**config.mk**
```make
export PLATFORM = sky130hd
export DESIGN_NAME = lcd_window_command_encoder
export DESIGN_NICKNAME = d
export VERILOG_FILES = /design/src/rtl/lcdw_pkg.sv /design/src/rtl/lcdw_front.sv /design/src/rtl/lcdw_queue.sv /design/src/rtl/lcdw_back.sv /design/src/rtl/lcd_window_command_encoder.sv
export VERILOG_INCLUDE_DIRS = /design/src /design/src/rtl
export SDC_FILE = /design/constraint.sdc
export NUM_CORES = 1
export LEC_CHECK = 0
export BUFFER_PORTS_ARGS = -buffer_cell sky130_fd_sc_hd__clkbuf_2
export CAP_MARGIN = 20
export CORE_UTILIZATION = 60
export CTS_CLUSTER_DIAMETER = 60
export DETAILED_ROUTE_END_ITERATION = 8
export PLACE_DENSITY = 0.76
export SYNTH_ARGS = -nofsm -noshare
export SYNTH_HDL_FRONTEND = slang
export SYNTH_SLANG_ARGS = --single-unit
```
**constraint.sdc**
```tcl
create_clock -name clk -period 4.9 [get_ports clk]
set_input_delay 0.49 -clock clk [delete_from_list [all_inputs] [get_ports clk]]
set_output_delay 0.49 -clock clk [all_outputs]
set_load 0.1 [all_outputs]
```
**src/rtl/lcd_window_command_encoder_assert.svh**
```systemverilog
// Assertion macros shared by the window command encoder queue and back-end modules
`ifndef LCD_WINDOW_COMMAND_ENCODER_ASSERT_SVH
`define LCD_WINDOW_COMMAND_ENCODER_ASSERT_SVH

// Same-cycle implication, checked out of reset
`define LCDW_ASSERT_NOW(label, cond_a, cond_b) \
	label: assert property (@(posedge clk) disable iff (!arst_n) (cond_a) |-> (cond_b)) \
		else $error("lcdw check failed");

// Next-cycle implication, checked out of reset
`define LCDW_ASSERT_NEXT(label, cond_a, cond_b) \
	label: assert property (@(posedge clk) disable iff (!arst_n) (cond_a) |=> (cond_b)) \
		else $error("lcdw check failed");

`endif

```
**src/rtl/lcdw_pkg.sv**
```systemverilog
// Types and constants of the window command encoder
`timescale 1ns / 1ps

package lcdw_pkg;

	// Request opcodes
	localparam logic [1:0] OP_WINDOW = 2'd0;
	localparam logic [1:0] OP_PIXEL  = 2'd1;
	localparam logic [1:0] OP_VOLUME = 2'd2;
	localparam logic [1:0] OP_NONE   = 2'd3;

	// Register indexes
	localparam logic [1:0] CFG_SCREEN_WIDTH  = 2'd0;
	localparam logic [1:0] CFG_SCREEN_HEIGHT = 2'd1;
	localparam logic [1:0] CFG_COLUMN_OFFSET = 2'd2;
	localparam logic [1:0] CFG_ROW_OFFSET    = 2'd3;

	// Register reset values
	localparam logic [7:0] SCREEN_DEFAULT     = 8'd130;
	localparam logic [7:0] COLUMN_OFFSET_RST  = 8'd0;
	localparam logic [7:0] ROW_OFFSET_RST     = 8'd2;

	// Controller command bytes
	localparam logic [7:0] CMD_PAGE_SET  = 8'h75;
	localparam logic [7:0] CMD_COL_SET   = 8'h15;
	localparam logic [7:0] CMD_MEM_WRITE = 8'h5c;
	localparam logic [7:0] CMD_VOLUME    = 8'h81;

	// Job kinds passed from front to back
	localparam logic [1:0] KIND_WINDOW = 2'd0;
	localparam logic [1:0] KIND_OFF    = 2'd1;
	localparam logic [1:0] KIND_PIXEL  = 2'd2;
	localparam logic [1:0] KIND_VOLUME = 2'd3;

	// Frame step codes of a window job
	localparam logic [2:0] STEP_PAGE_CMD  = 3'd0;
	localparam logic [2:0] STEP_ROW_FIRST = 3'd1;
	localparam logic [2:0] STEP_ROW_LAST  = 3'd2;
	localparam logic [2:0] STEP_COL_CMD   = 3'd3;
	localparam logic [2:0] STEP_COL_FIRST = 3'd4;
	localparam logic [2:0] STEP_COL_LAST  = 3'd5;
	localparam logic [2:0] STEP_MEM_WRITE = 3'd6;

	// Frame step codes of a volume job
	localparam logic [2:0] STEP_VOL_CMD   = 3'd0;
	localparam logic [2:0] STEP_VOL_FIRST = 3'd1;

	// Job queue geometry
	localparam int QDEPTH = 4;
	localparam int QAW    = $clog2(QDEPTH);

	// One job in the queue
	typedef struct packed {
		logic [1:0]  kind;
		logic [7:0]  row_first;
		logic [7:0]  row_last;
		logic [7:0]  col_first;
		logic [7:0]  col_last;
		logic [15:0] count;
		logic [7:0]  value_a;
		logic [7:0]  value_b;
	} job_t;

	// One result frame
	typedef struct packed {
		logic        word_valid;
		logic        is_data;
		logic [7:0]  frame_byte;
		logic        off_screen;
		logic [15:0] pixel_count;
		logic        last;
	} frame_t;

endpackage

```
**src/rtl/lcdw_front.sv**
```systemverilog
// Front end: registers, request accept, window clipping and job build
`timescale 1ns / 1ps

module lcdw_front (
	input  logic              clk,
	input  logic              arst_n,
	input  logic              cfg_we,
	input  logic [1:0]        cfg_index,
	input  logic [7:0]        cfg_data,
	input  logic              in_valid,
	output logic              in_ready,
	input  logic [1:0]        opcode,
	input  logic [7:0]        pos_x,
	input  logic [7:0]        pos_y,
	input  logic [7:0]        size_x,
	input  logic [7:0]        size_y,
	input  logic [7:0]        value_a,
	input  logic [7:0]        value_b,
	input  logic              q_full,
	output logic              push,
	output lcdw_pkg::job_t    push_job
);
	import lcdw_pkg::*;

	logic [7:0] screen_width_q;
	logic [7:0] screen_height_q;
	logic [7:0] column_offset_q;
	logic [7:0] row_offset_q;

	logic       accept;
	logic       off;
	logic [8:0] end_x;
	logic [8:0] end_y;
	logic [7:0] dx_clip;
	logic [7:0] dy_clip;
	logic [1:0] kind;

	logic       valid_s1;
	logic [1:0] kind_s1;
	logic [7:0] col_first_s1;
	logic [7:0] row_first_s1;
	logic [7:0] dx_s1;
	logic [7:0] dy_s1;
	logic [7:0] value_a_s1;
	logic [7:0] value_b_s1;

	// Write configuration registers
	always_ff @(posedge clk or negedge arst_n) begin
		if (!arst_n) begin
			screen_width_q  <= SCREEN_DEFAULT;
			screen_height_q <= SCREEN_DEFAULT;
			column_offset_q <= COLUMN_OFFSET_RST;
			row_offset_q    <= ROW_OFFSET_RST;
		end else if (cfg_we) begin
			unique case (cfg_index)
				CFG_SCREEN_WIDTH:  screen_width_q  <= cfg_data;
				CFG_SCREEN_HEIGHT: screen_height_q <= cfg_data;
				CFG_COLUMN_OFFSET: column_offset_q <= cfg_data;
				CFG_ROW_OFFSET:    row_offset_q    <= cfg_data;
				default: ;
			endcase
		end
	end

	// Stall only when the stage is full and the queue cannot take it
	assign push     = valid_s1 && !q_full;
	assign in_ready = !valid_s1 || !q_full;
	assign accept   = in_valid && in_ready;

	// Classify request and clip window to the screen edge
	always_comb begin
		off     = (pos_x >= screen_width_q) || (pos_y >= screen_height_q);
		end_x   = {1'b0, pos_x} + {1'b0, size_x};
		end_y   = {1'b0, pos_y} + {1'b0, size_y};
		dx_clip = (end_x > {1'b0, screen_width_q}) ? (screen_width_q - pos_x) : size_x;
		dy_clip = (end_y > {1'b0, screen_height_q}) ? (screen_height_q - pos_y) : size_y;
		unique case (opcode)
			OP_WINDOW: kind = off ? KIND_OFF : KIND_WINDOW;
			OP_PIXEL:  kind = KIND_PIXEL;
			OP_VOLUME: kind = KIND_VOLUME;
			default:   kind = KIND_PIXEL;
		endcase
	end

	// Stage valid: drop unused opcodes, clear on transfer into the queue
	always_ff @(posedge clk or negedge arst_n) begin
		if (!arst_n) begin
			valid_s1 <= 1'b0;
		end else if (accept) begin
			valid_s1 <= (opcode != OP_NONE);
		end else if (push) begin
			valid_s1 <= 1'b0;
		end
	end

	// Hold classified request
	always_ff @(posedge clk) begin
		if (accept) begin
			kind_s1      <= kind;
			col_first_s1 <= column_offset_q + pos_x;
			row_first_s1 <= row_offset_q + pos_y;
			dx_s1        <= dx_clip;
			dy_s1        <= dy_clip;
			value_a_s1   <= value_a;
			value_b_s1   <= value_b;
		end
	end

	// Build the job: last coordinates wrap in 8 bits, count is the clipped area
	always_comb begin
		push_job.kind      = kind_s1;
		push_job.row_first = row_first_s1;
		push_job.row_last  = row_first_s1 + dy_s1 + 8'hff;
		push_job.col_first = col_first_s1;
		push_job.col_last  = col_first_s1 + dx_s1 + 8'hff;
		push_job.count     = {8'd0, dx_s1} * {8'd0, dy_s1};
		push_job.value_a   = value_a_s1;
		push_job.value_b   = value_b_s1;
	end

endmodule

```
**src/rtl/lcdw_queue.sv**
```systemverilog
// Short job queue between front and back
`timescale 1ns / 1ps
`include "lcd_window_command_encoder_assert.svh"

module lcdw_queue (
	input  logic              clk,
	input  logic              arst_n,
	input  logic              push,
	input  lcdw_pkg::job_t    push_job,
	input  logic              pop,
	output logic              full,
	output logic              empty,
	output lcdw_pkg::job_t    head
);
	import lcdw_pkg::*;

	job_t           mem_q [QDEPTH];
	logic [QAW-1:0] wr_ptr_q;
	logic [QAW-1:0] rd_ptr_q;
	logic [QAW:0]   cnt_q;

	assign full  = (cnt_q == (QAW+1)'(QDEPTH));
	assign empty = (cnt_q == '0);
	assign head  = mem_q[rd_ptr_q];

	// Store pushed job
	always_ff @(posedge clk) begin
		if (push) begin
			mem_q[wr_ptr_q] <= push_job;
		end
	end

	// Advance pointers and occupancy
	always_ff @(posedge clk or negedge arst_n) begin
		if (!arst_n) begin
			wr_ptr_q <= '0;
			rd_ptr_q <= '0;
			cnt_q    <= '0;
		end else begin
			if (push) begin
				wr_ptr_q <= wr_ptr_q + 1'b1;
			end
			if (pop) begin
				rd_ptr_q <= rd_ptr_q + 1'b1;
			end
			if (push && !pop) begin
				cnt_q <= cnt_q + 1'b1;
			end else if (pop && !push) begin
				cnt_q <= cnt_q - 1'b1;
			end
		end
	end

	`LCDW_ASSERT_NOW(a_no_push_full, push, !full)
	`LCDW_ASSERT_NOW(a_no_pop_empty, pop, !empty)
	`LCDW_ASSERT_NEXT(a_cnt_hold, push && pop, $stable(cnt_q))

endmodule

```
**src/rtl/lcdw_back.sv**
```systemverilog
// Back end: frame sequencer and output register
`timescale 1ns / 1ps
`include "lcd_window_command_encoder_assert.svh"

module lcdw_back (
	input  logic              clk,
	input  logic              arst_n,
	input  logic              q_empty,
	input  lcdw_pkg::job_t    head,
	output logic              pop,
	output logic              out_valid,
	input  logic              out_ready,
	output lcdw_pkg::frame_t  out_frame
);
	import lcdw_pkg::*;

	logic [2:0] step_q;
	logic       out_valid_q;
	frame_t     out_q;
	frame_t     frame;
	logic       load;
	logic       take;

	assign load      = !out_valid_q || out_ready;
	assign take      = load && !q_empty;
	assign pop       = take && frame.last;
	assign out_valid = out_valid_q;
	assign out_frame = out_q;

	// Select the frame for the current step of the head job
	always_comb begin
		frame = '0;
		frame.word_valid = 1'b1;
		unique case (head.kind)
			KIND_WINDOW: begin
				unique case (step_q)
					STEP_PAGE_CMD:  frame.frame_byte = CMD_PAGE_SET;
					STEP_ROW_FIRST: begin
						frame.is_data    = 1'b1;
						frame.frame_byte = head.row_first;
					end
					STEP_ROW_LAST: begin
						frame.is_data    = 1'b1;
						frame.frame_byte = head.row_last;
					end
					STEP_COL_CMD:   frame.frame_byte = CMD_COL_SET;
					STEP_COL_FIRST: begin
						frame.is_data    = 1'b1;
						frame.frame_byte = head.col_first;
					end
					STEP_COL_LAST: begin
						frame.is_data    = 1'b1;
						frame.frame_byte = head.col_last;
					end
					default: begin
						frame.frame_byte  = CMD_MEM_WRITE;
						frame.pixel_count = head.count;
						frame.last        = 1'b1;
					end
				endcase
			end
			KIND_OFF: begin
				frame.word_valid = 1'b0;
				frame.off_screen = 1'b1;
				frame.last       = 1'b1;
			end
			KIND_PIXEL: begin
				frame.is_data    = 1'b1;
				frame.frame_byte = head.value_a;
				frame.last       = 1'b1;
			end
			default: begin
				unique case (step_q)
					STEP_VOL_CMD:   frame.frame_byte = CMD_VOLUME;
					STEP_VOL_FIRST: begin
						frame.is_data    = 1'b1;
						frame.frame_byte = head.value_a;
					end
					default: begin
						frame.is_data    = 1'b1;
						frame.frame_byte = head.value_b;
						frame.last       = 1'b1;
					end
				endcase
			end
		endcase
	end

	// Advance step, restart on the last frame of a job
	always_ff @(posedge clk or negedge arst_n) begin
		if (!arst_n) begin
			step_q      <= '0;
			out_valid_q <= 1'b0;
		end else begin
			if (load) begin
				out_valid_q <= !q_empty;
			end
			if (take) begin
				step_q <= frame.last ? 3'd0 : step_q + 1'b1;
			end
		end
	end

	// Load output register
	always_ff @(posedge clk) begin
		if (take) begin
			out_q <= frame;
		end
	end

	`LCDW_ASSERT_NOW(a_step_range, 1'b1, step_q <= STEP_MEM_WRITE)
	`LCDW_ASSERT_NOW(a_off_status, out_valid_q && out_q.off_screen,
		!out_q.word_valid && out_q.last)
	`LCDW_ASSERT_NEXT(a_pop_restart, pop, step_q == 3'd0)

endmodule

```
**src/rtl/lcd_window_command_encoder.sv**
```systemverilog
// Top level of the LCD window command encoder
//
//  channel  | handshake            | payload
//  ---------+----------------------+------------------------------------------------
//  config   | cfg_we               | cfg_index, cfg_data
//  request  | in_valid / in_ready  | opcode, pos_x, pos_y, size_x, size_y, value_a/b
//  frame    | out_valid / out_ready| word_valid, is_data, frame_byte, off_screen,
//           |                      | pixel_count, last
//
// Requests pass the clip stage register and a 4-entry job queue; the back end emits
// one frame per cycle into the output register unless out_ready stalls it. A window
// emits page command, row first/last, column command, column first/last and memory
// write; volume: command, value_a, value_b; pixel or off-screen window: one frame.
// Reset loads screen 130x130, column offset 0, row offset 2 and empties the queue.
// A stalled output holds its frame; the front keeps accepting until the queue fills.
`timescale 1ns / 1ps

module lcd_window_command_encoder (
	input  logic        clk,
	input  logic        arst_n,
	input  logic        cfg_we,
	input  logic [1:0]  cfg_index,
	input  logic [7:0]  cfg_data,
	input  logic        in_valid,
	output logic        in_ready,
	input  logic [1:0]  opcode,
	input  logic [7:0]  pos_x,
	input  logic [7:0]  pos_y,
	input  logic [7:0]  size_x,
	input  logic [7:0]  size_y,
	input  logic [7:0]  value_a,
	input  logic [7:0]  value_b,
	output logic        out_valid,
	input  logic        out_ready,
	output logic        word_valid,
	output logic        is_data,
	output logic [7:0]  frame_byte,
	output logic        off_screen,
	output logic [15:0] pixel_count,
	output logic        last
);
	import lcdw_pkg::*;

	logic   push;
	job_t   push_job;
	logic   pop;
	logic   q_full;
	logic   q_empty;
	job_t   head;
	frame_t out_frame;

	lcdw_front u_front (
		.clk       (clk),
		.arst_n    (arst_n),
		.cfg_we    (cfg_we),
		.cfg_index (cfg_index),
		.cfg_data  (cfg_data),
		.in_valid  (in_valid),
		.in_ready  (in_ready),
		.opcode    (opcode),
		.pos_x     (pos_x),
		.pos_y     (pos_y),
		.size_x    (size_x),
		.size_y    (size_y),
		.value_a   (value_a),
		.value_b   (value_b),
		.q_full    (q_full),
		.push      (push),
		.push_job  (push_job)
	);

	lcdw_queue u_queue (
		.clk      (clk),
		.arst_n   (arst_n),
		.push     (push),
		.push_job (push_job),
		.pop      (pop),
		.full     (q_full),
		.empty    (q_empty),
		.head     (head)
	);

	lcdw_back u_back (
		.clk       (clk),
		.arst_n    (arst_n),
		.q_empty   (q_empty),
		.head      (head),
		.pop       (pop),
		.out_valid (out_valid),
		.out_ready (out_ready),
		.out_frame (out_frame)
	);

	// Unpack frame onto output ports
	assign word_valid  = out_frame.word_valid;
	assign is_data     = out_frame.is_data;
	assign frame_byte  = out_frame.frame_byte;
	assign off_screen  = out_frame.off_screen;
	assign pixel_count = out_frame.pixel_count;
	assign last        = out_frame.last;

endmodule
```
* Word-level counts from Yosys, hierarchy flattened
Memories as Yosys holds them, arrays and structs flattened. Cells that the tools add are included.
Word-level totals: register bits 122, bits in writable memories 264, output and inout bits 30, logic and storage cells 110, memories kept 1
Memory list:
- u_queue.mem_q | depth 4, bits a word 66, rd ports 1, clocked after Yosys merged registers in 0, wr ports 1, line lcdw_queue.sv:17 | job_t mem_q [QDEPTH];
Operators by class: $add $sub $neg 15, multiply operators 1, $lt $le $gt $ge 4, eq/ne operators 13, mux-type cells 21, bitwise logic cells 1, reductions and logical operators 31
Operator list (count):
- case mux 8 bit (6 select lines) | 1
- adder 8 bit | 4
- case mux 9 bit (3 select lines) | 1
- adder 8 x 8 -> 9 bit | 2
- > comparator 9 x 8 -> 1 bit | 2
- adder 8 bit, second input constant | 2
- greater-or-equal comparator 8 bit | 2
- multiplier 8 x 8 -> 16 bit | 1
- two-way mux 8 bit | 2
- case mux 8 bit (2 select lines) | 1
- subtractor 8 bit | 2
- two-way mux 1 bit | 11
- == test 3 bit, second input constant | 3
- two-way mux 3 bit | 3
- == test 2 bit, second input constant | 4
- AND reduction 2 bit | 4
- OR reduction 7 bit | 1
- adder 3 x 1 -> 3 bit, second input constant | 2
- == test 3 x 2 -> 1 bit, second input constant | 2
- logical AND 1 bit | 6
- logical NOT 1 bit | 6
- logical NOT 2 bit | 3
- logical NOT 3 bit | 2
- OR reduction 6 bit | 1
- 12 further kinds | 18

* Longest topological paths before layout
depth after elaboration 8, mapped depth 17, gate-level depth less buffers 17

* Hierarchy
From an unflattened synthesis, not the netlist that was laid out.
Unflattened totals: cells, all modules 1334, area total of the unflattened synthesis 19759.0 sq um
Modules (own cells, without submodules):
- lcdw_queue | instances 1, cells each 379, area each 9937.0 sq um
- lcdw_front | instances 1, cells each 795, area each 7935.1 sq um
- lcdw_back | instances 1, cells each 160, area each 1886.8 sq um

* Worst setup path before layout
No wires, ideal clock.
kind register to register, start point register u_front.dx_s1[3], end point memory u_queue.mem_q[0][29] (netlist bit), data pin, library setup time 0.272 ns, data arrival time 4.223 ns, data required time 4.628 ns, setup slack 0.405 ns, stages on the path, launching flop included 16, buffers on the path 0, period minus slack after synthesis 4.495 ns, cells stage by stage edfxtp_1 inv_1 nor2_1 fa_1 fa_1 inv_1 fa_1 fa_1 inv_1 ha_1 o21a_1 o31a_1 o221a_2 o21ai_0 or4b_1 o311ai_0
RTL lines:
- start, declared | line lcdw_front.sv:42 | logic [7:0] dx_s1;
- start signal, assigned | line lcdw_front.sv:102 | dx_s1 <= dx_clip;
- end, declared | line lcdw_queue.sv:17

==> results <==
- The remaining global-route overflow is 0.
- The clock passes through at most 3 buffers.
- The mean instance size in the synthesized netlist is about 15 um2.
- The residual antenna-violating net count after detailed routing is 0.
- 95 I/O pins were placed.
- At the worst endpoint, the required time is 5.15 ns.
- The number of cells on the worst reg-to-reg path is 15.
- The maximum clock frequency is about 210 MHz.
- Summed over all instances, the cell type with the most area after synthesis is edfxtp_1.
- The number of setup buffers added after CTS is 0.
- In this run the critical register-to-register path is captured at u_queue.mem_q[1][29].
- The post-route netlist has between 20% and 30% of its cells at a drive strength greater than 1.
- From synthesis to final layout, the design area changed by 12.6%.
- The most common cell after layout, fill and taps aside is edfxtp_1.
- The number of max-slew violations in the final report is 0.
- Port buffering added between 90 and 100 buffers.
- Setup total negative slack on the finished layout was measured at 0 ns.
- The clock slew seen by the registers of the worst setup and hold paths is about 0.06 ns.
- The total number of placement rows is 65.
- The largest net degree at the start of global routing is 51.
- The number of enable-type register cells in the synthesized netlist is about 340.
- The cell at the root of the clock tree is clkbuf_16.
- The iteration count of the initial detailed-routing pass is 5.
- The post-detailed-routing wire length is between 30 and 40 mm.
- The type of element capturing the critical path is a flop.
- The most used flip-flop cell after synthesis is edfxtp_1.
- The H-tree depth is 2.
- The count of mapped cells out of synthesis is around 1400.
- The synthesis warning total is 0.
- The kind of critical path is flop to flop.
- Ranked by total cell area, the synthesized netlist is headed by edfxtp_1 52%, ha_1 8.9%, mux4_2 7.6%, dfrtp_1 5.0%, fa_1 4.6%.
- The kind of launch point of the worst setup path is a flop.
- The post-synthesis cell type count is 68.
- The flow ran to the end, and the final reports show no timing, DRC or antenna violations.
- The region available for standard cell placement spans ~32000 um2.
- The number of nets in the synthesized netlist is between 1500 and 2000.
- Headroom to the max-slew limit came out at 31.2%.
- The terminating pin of the worst hold path is u_front.value_a_s1[1].
- In the layout the commonest cells are 342 x edfxtp_1, 157 x inv_1, 139 x ha_1, 94 x clkbuf_2, 85 x nor2_1.
- Along the worst hold path, the cell count comes to 1.
- Setup violations remaining at the end of the flow were counted as 0.
- The data arrival time at the worst-slack endpoint is 4.93 ns.
- In this run, synthesis produced a sequential element count of slightly below 400.
- The first global-routing pass estimated 63.4 mm of wire.
- The initial antenna violation count is 0.
- The final weighted congestion in routability-driven placement is 0.909.
- CTS saw 386 sinks.
- The number of global-route vias before repair is 11698.
- In the routed layout, each cell is associated on average with a via count of roughly 5.8.
- TritonCTS built the clock tree.
- Of all nets on the critical path, the largest fanout is 7.
- After synthesis, the share of flip-flops with an asynchronous set or reset is ~11%.
- The source-to-sink clock delay at the later pin of the worst-skew pair is 0.54 ns.
- The number of DRC violations after detailed routing is 0.
- For this configuration, the core starts out at a cell density of between 60% and 70%.
- TritonCTS created 41 clock buffers.
- The final route contains roughly 11000 vias.
- The filler cells instantiated in the layout total about 2200.
- The clock period minus worst slack is around 4.7 ns.
- Summing every instance area after synthesis gives between 15000 and 20000 um2.
- Setup repair after global routing left no endpoint under its margin.
- The floorplan step defined a die boundary enclosing around 33000 um2.
- The share of synthesized area in the top cell type comes to around 52%.
- The cell area after placement is approximately 21000 um2.
- The number of hold violations in the final report was 0.
- Summed over all nets, the half-perimeter wirelength after detailed placement is around 28 mm.
- The number of max-cap violations is 0.
- The slack of the worst reg-to-reg path is between 0.2 and 0.25 ns.
- The iteration-0 DRC count of the detailed router is between 600 and 700.
- The tightest min-delay check is of the input port to flop type.
- In this run the critical register-to-register path is launched from u_front.dx_s1[2].
- The register area share after synthesis is about three fifths.
- The die outline height is 183 um.
- The startpoint of the lowest-slack hold path is value_a[1].
- Once layout is done, the placed cells without fillers occupy between 20000 and 25000 um2.
- The mean routed wirelength per cell is 20.3 um.
- The total routing usage reported by global routing is 25.0%.
- The share of the clock period used by the worst path is approximately 95%.
- The clock skew after layout is 0.0215 ns.
- The number of antenna diodes in the final layout is 0.
- For the pin with the worst max-slew slack, the measured transition is 1.03 ns.
- The layout net count is 1728.
- The die is between 150 and 200 um wide.
[critical path, cell delays in order (launching register included)]
cell and delay (ns):
edfxtp_1 0.44, inv_2 0.16, nor2_1 0.08, fa_1 0.41, fa_1 0.49, inv_1 0.05
fa_1 0.50, fa_1 0.54, inv_1 0.04, ha_1 0.32, o21a_1 0.20, o31a_1 0.13
o221a_2 0.27, o21ai_1 0.15, or4b_1 0.43, o311ai_0 0.20
[registers in the layout (all words and copies together) (netlist names), 2 cells and up]
register and count:
u_back.out_frame 28, u_back.step_q 3, u_front.col_first_s1 8, u_front.column_offset_q 8, u_front.dx_s1 8, u_front.dy_s1 8
u_front.kind_s1 2, u_front.row_first_s1 8, u_front.row_offset_q 8, u_front.screen_height_q 8, u_front.screen_width_q 8, u_front.value_a_s1 8
u_front.value_b_s1 8, u_queue.cnt_q 3, u_queue.mem_q 264, u_queue.rd_ptr_q 2, u_queue.wr_ptr_q 2
[synth_stat cells, types with 3 or more instances]
cell type  number
o22ai_1         5
nor2_1         85
dfstp_2         5
a221o_1         4
mux2_2         38
a22oi_1         6
nor3_1          9
o21a_1         10
a21o_1         16
a211oi_1        7
fa_1           45
o21ai_0        33
nand2_1        63
a221oi_1        4
o41ai_1         4
or3_1           6
a22o_1          4
ha_1          139
a32oi_1         3
nor2b_1        11
o21bai_1        8
and2_1         16
a211o_1         3
nand3_1         4
mux2i_1         4
clkbuf_1       18
and3_1         18
xnor2_1        53
inv_1         168
dfrtp_1        39
xor2_1         11
nand2b_1        5
nand4_1         6
clkinv_1        3
mux4_2         66
buf_2           9
a21oi_1        43
a31oi_1         3
o31a_1          3
edfxtp_1      342
[logic make-up after synthesis]
family	share of synthesized area (%)
flops	58.1
simple gates	5.50
buf+inv	3.91
fa+ha+maj	13.5
compound gates	6.18
mux	9.98
xor+xnor	2.86
[layout make-up]
cell class / instances / area [um2] / share of cell area, %
clock buffers: 52 / 1130 / 5.12
clock inverters: 24 / 265 / 1.20
multi-input cells: 764 / 7450 / 33.8
repair buffers: 115 / 643 / 2.92
inverters: 171 / 647 / 2.93
well taps: 435 / 544 / 2.47
flip-flops and latches: 386 / 11400 / 51.6
[worst max-delay path by stage]
stage / start / endpoint / slack [ns] / depth (start not counted)
after floorplan: u_front.dx_s1[3] / u_queue.mem_q[0][29] / 0.40 / 15
after global placement: u_front.dy_s1[2] / u_queue.mem_q[0][29] / 0.18 / 15
after detailed placement: u_front.dx_s1[3] / u_queue.mem_q[0][29] / 0.06 / 15
after CTS: u_front.dx_s1[3] / u_queue.mem_q[1][29] / 0.04 / 15
after global routing: u_front.dx_s1[3] / u_queue.mem_q[1][29] / 0.002 / 15
final: u_front.dx_s1[2] / u_queue.mem_q[1][29] / 0.22 / 15
[per-stage QoR]
stage / std cells / hold WS [ns] / utilization [%] / setup WS [ns]
final: 1947 / 0.117 / 69.4 / 0.223
after global routing: 1947 / 0.0996 / 69.4 / 0.00181
after CTS: 1947 / 0.0974 / 69.4 / 0.0375
after detailed placement: 1870 / 0.469 / 64.9 / 0.0581
after global placement: 1870 / 0.466 / 64.9 / 0.180
after floorplan: 1350 / 0.194 / - / 0.405
[what timing repair did]
action,4_1_cts,5_1_grt
gates resized for setup,0,14
endpoints found under the hold margin,15,0
hold buffers,1,0
endpoints found under the setup margin,0,4
[per-layer routing]
metal | share of wire [%] | wire length [um] | GRT usage (%)
met1 | 42 | 16800 | 33.2
met2 | 49 | 19500 | 43.0
met3 | 5.2 | 2060 | 3.29
met4 | 3.1 | 1240 | 8.20
met5 | 0 | 0 | 0
Power is not shown: default switching activity piles up to over one toggle a cycle in this logic, so the estimate is an artifact.
